<file path="src/rtl/utf8d_pkg.sv">
`timescale 1ns / 1ps
// Shared types and constants for the strict UTF-8 decoder.
// No dependencies; imported by utf8d_decode and utf8_validating_decoder_unit.
package utf8d_pkg;

   localparam int unsigned RSP_DEPTH = 4;

   localparam logic [20:0] REPLACEMENT_CHAR = 21'h00FFFD;
   localparam logic [7:0]  CONT_LOW_DEFAULT  = 8'h80;
   localparam logic [7:0]  CONT_HIGH_DEFAULT = 8'hBF;
   localparam logic [7:0]  LEAD2_MIN = 8'hC2;
   localparam logic [7:0]  LEAD2_MAX = 8'hDF;
   localparam logic [7:0]  LEAD3_E0  = 8'hE0;
   localparam logic [7:0]  LEAD3_ED  = 8'hED;
   localparam logic [7:0]  LEAD4_MIN = 8'hF0;
   localparam logic [7:0]  LEAD4_MAX = 8'hF4;
   localparam logic [7:0]  E0_LOW    = 8'hA0;
   localparam logic [7:0]  ED_HIGH   = 8'h9F;
   localparam logic [7:0]  F0_LOW    = 8'h90;
   localparam logic [7:0]  F4_HIGH   = 8'h8F;
   localparam logic [7:0]  CONT_MASK = 8'h3F;
   localparam logic [7:0]  LEAD4_MASK = 8'h07;

   typedef struct packed {
      logic        text_end;
      logic        run_last;
      logic [2:0]  byte_count;
      logic        well_formed;
      logic [20:0] code_point;
   } result_type;

   typedef struct packed {
      logic [20:0] partial_value;
      logic [1:0]  bytes_taken;
      logic [1:0]  bytes_still_needed;
      logic [7:0]  next_low_bound;
      logic [7:0]  next_high_bound;
   } dec_state_type;

   localparam dec_state_type IDLE_STATE = '{
      partial_value:      21'd0,
      bytes_taken:        2'd0,
      bytes_still_needed: 2'd0,
      next_low_bound:     CONT_LOW_DEFAULT,
      next_high_bound:    CONT_HIGH_DEFAULT
   };

endpackage

</file>
<file path="src/rtl/utf8d_decode.sv">
`timescale 1ns / 1ps
// One-byte decode step: range checks, value shift and up to two results.
// Depends on utf8d_pkg.
module utf8d_decode
   import utf8d_pkg::*;
(
   input  logic [7:0]    in_byte,
   input  logic          in_last,
   input  dec_state_type state_cur,
   output dec_state_type state_next,
   output result_type    res_first,
   output result_type    res_second,
   output logic [1:0]    res_count
);

   logic          lead2;
   logic          lead3;
   logic          lead4;
   logic          lead_multi;
   logic          lead_emits;
   result_type    lead_res;
   dec_state_type lead_state;
   logic          pending;
   logic          in_range;
   logic [2:0]    cnt;
   logic [20:0]   acc;

   always_comb begin
      lead2      = (in_byte >= LEAD2_MIN) && (in_byte <= LEAD2_MAX);
      lead3      = (in_byte[7:4] == LEAD3_E0[7:4]);
      lead4      = (in_byte >= LEAD4_MIN) && (in_byte <= LEAD4_MAX);
      lead_multi = lead2 || lead3 || lead4;
      // a lead that opens a sequence stays silent unless the text ends here
      lead_emits = !lead_multi || in_last;

      lead_res = '0;
      lead_res.byte_count = 3'd1;
      if (!in_byte[7]) begin
         lead_res.code_point  = {13'd0, in_byte};
         lead_res.well_formed = 1'b1;
      end else begin
         lead_res.code_point  = REPLACEMENT_CHAR;
         lead_res.well_formed = 1'b0;
      end

      lead_state = IDLE_STATE;
      if (lead_multi && !in_last) begin
         lead_state.bytes_taken = 2'd1;
         if (lead2) begin
            lead_state.partial_value      = {16'd0, in_byte[4:0]};
            lead_state.bytes_still_needed = 2'd1;
         end else if (lead3) begin
            lead_state.partial_value      = {17'd0, in_byte[3:0]};
            lead_state.bytes_still_needed = 2'd2;
            if (in_byte == LEAD3_E0) lead_state.next_low_bound = E0_LOW;
            if (in_byte == LEAD3_ED) lead_state.next_high_bound = ED_HIGH;
         end else begin
            lead_state.partial_value      = {18'd0, in_byte[2:0] & LEAD4_MASK[2:0]};
            lead_state.bytes_still_needed = 2'd3;
            if (in_byte == LEAD4_MIN) lead_state.next_low_bound = F0_LOW;
            if (in_byte == LEAD4_MAX) lead_state.next_high_bound = F4_HIGH;
         end
      end

      pending  = (state_cur.bytes_still_needed != 2'd0);
      in_range = (in_byte >= state_cur.next_low_bound) &&
                 (in_byte <= state_cur.next_high_bound);
      cnt      = {1'b0, state_cur.bytes_taken} + 3'd1;
      acc      = {state_cur.partial_value[14:0], in_byte[5:0] & CONT_MASK[5:0]};

      state_next = lead_state;
      res_first  = lead_res;
      res_second = lead_res;
      res_count  = 2'd0;

      if (pending && in_range) begin
         // accepted continuation: extend, finish, or cut short at end of text
         state_next                    = IDLE_STATE;
         state_next.partial_value      = acc;
         state_next.bytes_taken        = cnt[1:0];
         state_next.bytes_still_needed = state_cur.bytes_still_needed - 2'd1;
         res_first            = '0;
         res_first.byte_count = cnt;
         if (state_cur.bytes_still_needed == 2'd1) begin
            res_first.code_point  = acc;
            res_first.well_formed = 1'b1;
            res_count             = 2'd1;
            state_next            = IDLE_STATE;
         end else if (in_last) begin
            res_first.code_point  = REPLACEMENT_CHAR;
            res_first.well_formed = 1'b0;
            res_count             = 2'd1;
         end
      end else if (pending) begin
         // rejected continuation: close the pending run, then retry as a lead
         res_first             = '0;
         res_first.code_point  = REPLACEMENT_CHAR;
         res_first.byte_count  = {1'b0, state_cur.bytes_taken};
         res_count             = lead_emits ? 2'd2 : 2'd1;
      end else begin
         res_count = lead_emits ? 2'd1 : 2'd0;
      end

      if (res_count == 2'd1) begin
         res_first.run_last = 1'b1;
         res_first.text_end = in_last;
      end
      if (res_count == 2'd2) begin
         res_second.run_last = 1'b1;
         res_second.text_end = in_last;
      end

      if (in_last) state_next = IDLE_STATE;
   end

endmodule

</file>
<file path="src/rtl/utf8_validating_decoder_unit.sv">
`timescale 1ns / 1ps
// Top level of the strict UTF-8 decoder: input register, decode step, result queue.
// Depends on utf8d_pkg and utf8d_decode.

// Takes UTF-8 text one byte per request (req_tlast marks the final byte of a
// text) and returns decoded code points on the rsp_ stream. Validation is
// strict: overlong forms, surrogates and values above U+10FFFF are rejected
// per the Unicode table of well-formed sequences; each ill-formed maximal
// subpart comes out as U+FFFD with well_formed low and the number of bytes it
// covers. A byte that breaks a pending sequence yields the error for that
// sequence and is then decoded as a new lead, so one request can give two
// results; a byte that only extends a sequence gives none. run_last flags the
// last result of each request and rsp_tlast the last result of a text, after
// which the decoder is back in its reset state. Requests are registered before
// decoding. The block takes one byte per cycle; the decode step moves a byte
// from the input register into the result queue once the queue has room for
// two results, so only a consumer that takes results slower than they come,
// or a run of two-result bytes, slows the input down.
module utf8_validating_decoder_unit
   import utf8d_pkg::*;
#(
   parameter int unsigned Depth = RSP_DEPTH   // result queue entries, at least 3
) (
   input  logic        clock,
   input  logic        reset,
   // request channel
   input  logic        req_tvalid,
   output logic        req_tready,
   input  logic [7:0]  req_tdata,    // [7:0] in_byte
   input  logic        req_tlast,    // in_last
   // result channel
   output logic        rsp_tvalid,
   input  logic        rsp_tready,
   output logic [31:0] rsp_tdata,    // [20:0] code_point, [21] well_formed,
                                     // [24:22] byte_count, [25] run_last, zero above
   output logic        rsp_tlast     // text_end
);

   localparam int unsigned PtrW = $clog2(Depth);
   localparam int unsigned CntW = $clog2(Depth + 1);
   localparam logic [PtrW-1:0] LastPtr = PtrW'(Depth - 1);
   localparam logic [CntW-1:0] RoomLimit = CntW'(Depth - 2);

   // input register
   logic          in_valid_ff;
   logic [7:0]    in_byte_ff;
   logic          in_last_ff;

   // decoder state
   dec_state_type state_ff;
   dec_state_type state_in;

   // decode step outputs
   result_type    res_first;
   result_type    res_second;
   logic [1:0]    res_count;
   logic          step_fire;

   // result queue
   result_type    queue_ff [Depth];
   logic [PtrW-1:0] wr_ptr_ff;
   logic [PtrW-1:0] wr_ptr_in;
   logic [PtrW-1:0] wr_ptr_next;
   logic [PtrW-1:0] rd_ptr_ff;
   logic [PtrW-1:0] rd_ptr_in;
   logic [CntW-1:0] count_ff;
   logic [CntW-1:0] count_in;
   logic            pop;
   result_type      head;

   utf8d_decode u_decode (
      .in_byte    (in_byte_ff),
      .in_last    (in_last_ff),
      .state_cur  (state_ff),
      .state_next (state_in),
      .res_first  (res_first),
      .res_second (res_second),
      .res_count  (res_count)
   );

   // advance the held byte only when the queue can absorb a two-result step
   assign step_fire  = in_valid_ff && (count_ff <= RoomLimit);
   assign req_tready = !in_valid_ff || step_fire;

   always_ff @(posedge clock) begin
      if (reset) begin
         in_valid_ff <= 1'b0;
      end else if (req_tready) begin
         in_valid_ff <= req_tvalid;
      end
   end

   always_ff @(posedge clock) begin
      if (req_tready && req_tvalid) begin
         in_byte_ff <= req_tdata;
         in_last_ff <= req_tlast;
      end
   end

   always_ff @(posedge clock) begin
      if (reset) begin
         state_ff <= IDLE_STATE;
      end else if (step_fire) begin
         state_ff <= state_in;
      end
   end

   // queue pointers: wrap at the configured depth
   always_comb begin
      pop         = rsp_tvalid && rsp_tready;
      wr_ptr_next = (wr_ptr_ff == LastPtr) ? '0 : wr_ptr_ff + PtrW'(1);
      wr_ptr_in   = wr_ptr_ff;
      count_in    = count_ff;
      rd_ptr_in   = rd_ptr_ff;
      if (step_fire) begin
         case (res_count)
            2'd1: begin
               wr_ptr_in = wr_ptr_next;
            end
            2'd2: begin
               wr_ptr_in = (wr_ptr_next == LastPtr) ? '0 : wr_ptr_next + PtrW'(1);
            end
            default: begin
               wr_ptr_in = wr_ptr_ff;
            end
         endcase
         count_in = count_ff + CntW'(res_count);
      end
      if (pop) begin
         rd_ptr_in = (rd_ptr_ff == LastPtr) ? '0 : rd_ptr_ff + PtrW'(1);
         count_in  = count_in - CntW'(1);
      end
   end

   always_ff @(posedge clock) begin
      if (reset) begin
         wr_ptr_ff <= '0;
         rd_ptr_ff <= '0;
         count_ff  <= '0;
      end else begin
         wr_ptr_ff <= wr_ptr_in;
         rd_ptr_ff <= rd_ptr_in;
         count_ff  <= count_in;
      end
   end

   // push the first result at the write pointer, the second one slot after it
   always_ff @(posedge clock) begin
      if (step_fire && (res_count != 2'd0)) begin
         queue_ff[wr_ptr_ff] <= res_first;
      end
      if (step_fire && (res_count == 2'd2)) begin
         queue_ff[wr_ptr_next] <= res_second;
      end
   end

   assign head       = queue_ff[rd_ptr_ff];
   assign rsp_tvalid = (count_ff != '0);
   assign rsp_tdata  = {6'd0, head.run_last, head.byte_count,
                        head.well_formed, head.code_point};
   assign rsp_tlast  = head.text_end;

endmodule
</file>
<file path="config.mk">
export PLATFORM = sky130hd
export DESIGN_NAME = utf8_validating_decoder_unit
export DESIGN_NICKNAME = d
export VERILOG_FILES = /design/src/rtl/utf8d_pkg.sv /design/src/rtl/utf8d_decode.sv /design/src/rtl/utf8_validating_decoder_unit.sv
export SDC_FILE = /design/constraint.sdc
export NUM_CORES = 1
export LEC_CHECK = 0
export ABC_AREA = 1
export BUFFER_PORTS_ARGS = -buffer_cell sky130_fd_sc_hd__buf_2
export CAP_MARGIN = 25
export CORE_MARGIN = 8
export CORE_UTILIZATION = 55
export DETAILED_ROUTE_END_ITERATION = 7
export PLACE_DENSITY = 0.73
export SETUP_SLACK_MARGIN = 0.02
export SKIP_CTS_REPAIR_TIMING = 1
export SYNTH_ARGS = -nofsm -noshare
export SYNTH_HDL_FRONTEND = slang
export SYNTH_SLANG_ARGS = --single-unit
</file>
<file path="constraint.sdc">
create_clock -name clock -period 4.77 [get_ports clock]
set_input_delay 0.7155 -clock clock [delete_from_list [all_inputs] [get_ports clock]]
set_output_delay 0.7155 -clock clock [all_outputs]
set_load 0.05 [all_outputs]
</file>
==> impl_metrics.json <==
{
  "synth_top_cell_area_share_pct": 34.26,
  "ioPinCount": 48,
  "critPathSlowestCell": "edfxtp_1",
  "final_hold_viol_count": 0,
  "clk_latency_ns": 0.42,
  "crit_buf_inv": 3,
  "endpoint_kind": "flip-flop",
  "ys.warnings.count": 0,
  "required_ns": 5.07,
  "crit_chain": "nand2_2 > inv_1 > nand3_1 > nand3_1 > nand2_1 > ha_1 > o21ai_0 > ha_1 > nand2_2 > inv_2 > nand2_2 > nand2_1 > inv_1 > nand2_1 > o21ai_0",
  "ys_seq_area_share_pct": 51.72,
  "syn_area_per_cell_sq_um": 8.755,
  "setup_viol": 0,
  "vias_per_cell": 5.755,
  "max_slew_margin_pct": 43.29,
  "synthCells": 851,
  "whs_ns": 0.4585,
  "yosys-top-cells-area": "edfxtp_1, dfxtp_1, nand2_1",
  "grt.total_usage_pct": 21.70,
  "peakVddDrop_uv": 231.0,
  "fmax_mhz": 266.5,
  "grt_pass1_vias": 5957,
  "core_sq_um": 13240,
  "setup_ws_ns": 1.018,
  "vias": 6158,
  "arrival_ns": 4.05,
  "worst_pin_slew_ns": 0.8507,
  "drt-initial-drc-count": 612,
  "ant_nets": 0,
  "power.density_nw_per_um2": 476.9,
  "drc": 0,
  "setup_tns_ns": 0,
  "pre_cts_ws_ns": 1.054,
  "area_growth_pct": 11.17,
  "grt_max_degree": 55,
  "ys_ff_latch": 150,
  "gp_congestion": 0.9290,
  "n_antenna_cell": 0,
  "first_pass_iters": 5,
  "grt_setup_unrepaired": "false",
  "grt_pass1_wl_um": 30370,
  "fin_skew_ns": 0.006470,
  "status": "completed",
  "drv_cap": 0,
  "drive_gt1_share_pct": 15.10,
  "fp.dieW_um": 132.4,
  "period_needed_ns": 3.752,
  "die-area_sq_um": 17530,
  "syn-cell-area_sq_um": 7451,
  "rows": 42,
  "final_nets": 915,
  "fin_crit_sh_pct": 78.66,
  "async_flop_share_pct": 0,
  "synth_top_area_cell": "edfxtp_1",
  "root_buffer": "clkbuf_16",
  "dpl.cell_count": 1039,
  "start_util_pct": 56.26,
  "cts.path.max_buffers": 2,
  "grt_overflow": 0,
  "slowest_delay_ns": 0.59,
  "die_y_um": 132.4,
  "leakagePower_uw": 0.003557,
  "cts_tree": "done",
  "critical_path_class": "flip-flop to flip-flop",
  "slew_viol_final": 0,
  "routedWlPerCell_um": 17.59,
  "cp_max_fo": 14,
  "yosys.cell_types.count": 39,
  "cts_sinks": 150,
  "hpwl_um": 13400,
  "wirelength_um": 18820,
  "clkTransAtPathRegs_ns": 0.06,
  "worstSetupStartpointType": "flip-flop",
  "fin_cells": 1070,
  "htreeDepth": 4,
  "antenna_found_initial": 0,
  "path_delay_family": "simple AND/OR/NAND/NOR gates",
  "synth-edff-count": 85,
  "cts_buffers": 17,
  "portBuffers": 41,
  "synth_top_flop_cell": "edfxtp_1",
  "hold_class": "flip-flop to flip-flop"
}
[sequential cells by signal, summed over array words and instances, names as in the netlist, named ones only]
register	count
wr_ptr_ff	2
rd_ptr_ff	2
queue_ff	108
state_ff	23
in_last_ff	1
count_ff	3
in_valid_ff	1
in_byte_ff	8
[metal layers]
metal | wire, um | track usage (%) | vias up | share of wire, %
li1 | - | - | 2978 | -
met1 | 8161 | 27.50 | 2880 | 43
met2 | 8780 | 34.81 | 275 | 47
met3 | 1632 | 6.441 | 25 | 8.7
met4 | 242 | 6.814 | 0 | 1.3
met5 | 0 | 0 | - | 0
[cell type report]
class,count,area [sq um]
Clock buffer,21,503.0
Fill cell,1158,4960
Multi-Input combinational cell,600,3137
Tap cell,176,220.2
Inverter,64,240.2
Clock inverter,10,63.81
Sequential cell,150,3854
Timing Repair Buffer,49,265.3
[path summary, 6_finish.rpt]
kind | startpoint | endpoint | slack [ns] | cells after the start
hold reg to reg | queue_ff[1][18]$_SDFFE_PP0P_ | queue_ff[1][18]$_SDFFE_PP0P_ | 0.46 | 2
setup / recovery | in_byte_ff[7]$_DFFE_PP_ | queue_ff[2][19]$_SDFFE_PP0P_ | 1.02 | 15
hold / removal | queue_ff[1][18]$_SDFFE_PP0P_ | queue_ff[1][18]$_SDFFE_PP0P_ | 0.46 | 2
setup reg to reg | in_byte_ff[7]$_DFFE_PP_ | queue_ff[2][19]$_SDFFE_PP0P_ | 1.02 | 15
[synth_stat cells (4+ instances only)]
cell type / instances
nor2_4: 8
o211ai_1: 34
dfxtp_1: 65
edfxtp_1: 85
inv_1: 52
o22ai_1: 27
nand3_1: 38
nand2_2: 18
o21ai_1: 6
ha_1: 19
a21oi_2: 10
nand2_1: 186
clkbuf_1: 22
buf_6: 6
buf_2: 5
inv_2: 10
buf_4: 8
o21ai_0: 111
o21bai_1: 4
nor2_1: 85
and2_1: 4
nand4_1: 7
a21oi_1: 22
[power by group]
group | switching, uW | leakage, uW | total (uW) | internal, uW
Combinational | 894 | 0.00187 | 1170 | 273
Sequential | 58.9 | 0.00140 | 1510 | 1450
Clock | 521 | 0.000290 | 1270 | 751
[cell usage in the layout, fill, tap and decap left out, types with 7 or more instances in the layout]
master,instances
inv_1,52
ha_1,19
nor2_4,8
nand2_1,186
inv_2,10
o22ai_1,27
dfxtp_1,65
nand4_1,7
a21oi_2,10
buf_4,8
nor2_1,85
clkbuf_16,19
buf_2,41
a21oi_1,22
nand2_2,18
o211ai_1,34
edfxtp_1,85
o21ai_0,111
nand3_1,38
[cell families after synthesis]
family / share of synthesized area (%)
flops: 51.72
xor+xnor: 0.2351
other cells: 0.05033
buf+inv: 6.432
compound gates: 16.84
fa+ha+maj: 3.459
simple gates: 21.26
[per-stage QoR]
step | util (%) | power, uW | cell area [sq um]
finish | 62.55 | 3950 | 8283
global route | 62.55 | 4121 | 8283
CTS | 62.55 | 3962 | 8283
detailed placement | 58.27 | 2702 | 7716
global placement | 58.27 | 2681 | 7716
floorplan | - | 2430 | 7470
[worst register-to-register path, delay by kind of cell, from the launching register on]
family                     cells  cell delay [ns]
and+or+nand+nor                8             1.46
DFF                            1             0.59
adders and majority gates      2             0.59
buffers and inverters          3             0.53
AOI/OAI and AO/OA              2             0.48
No activity file was read; power rests on OpenSTA's default activity.
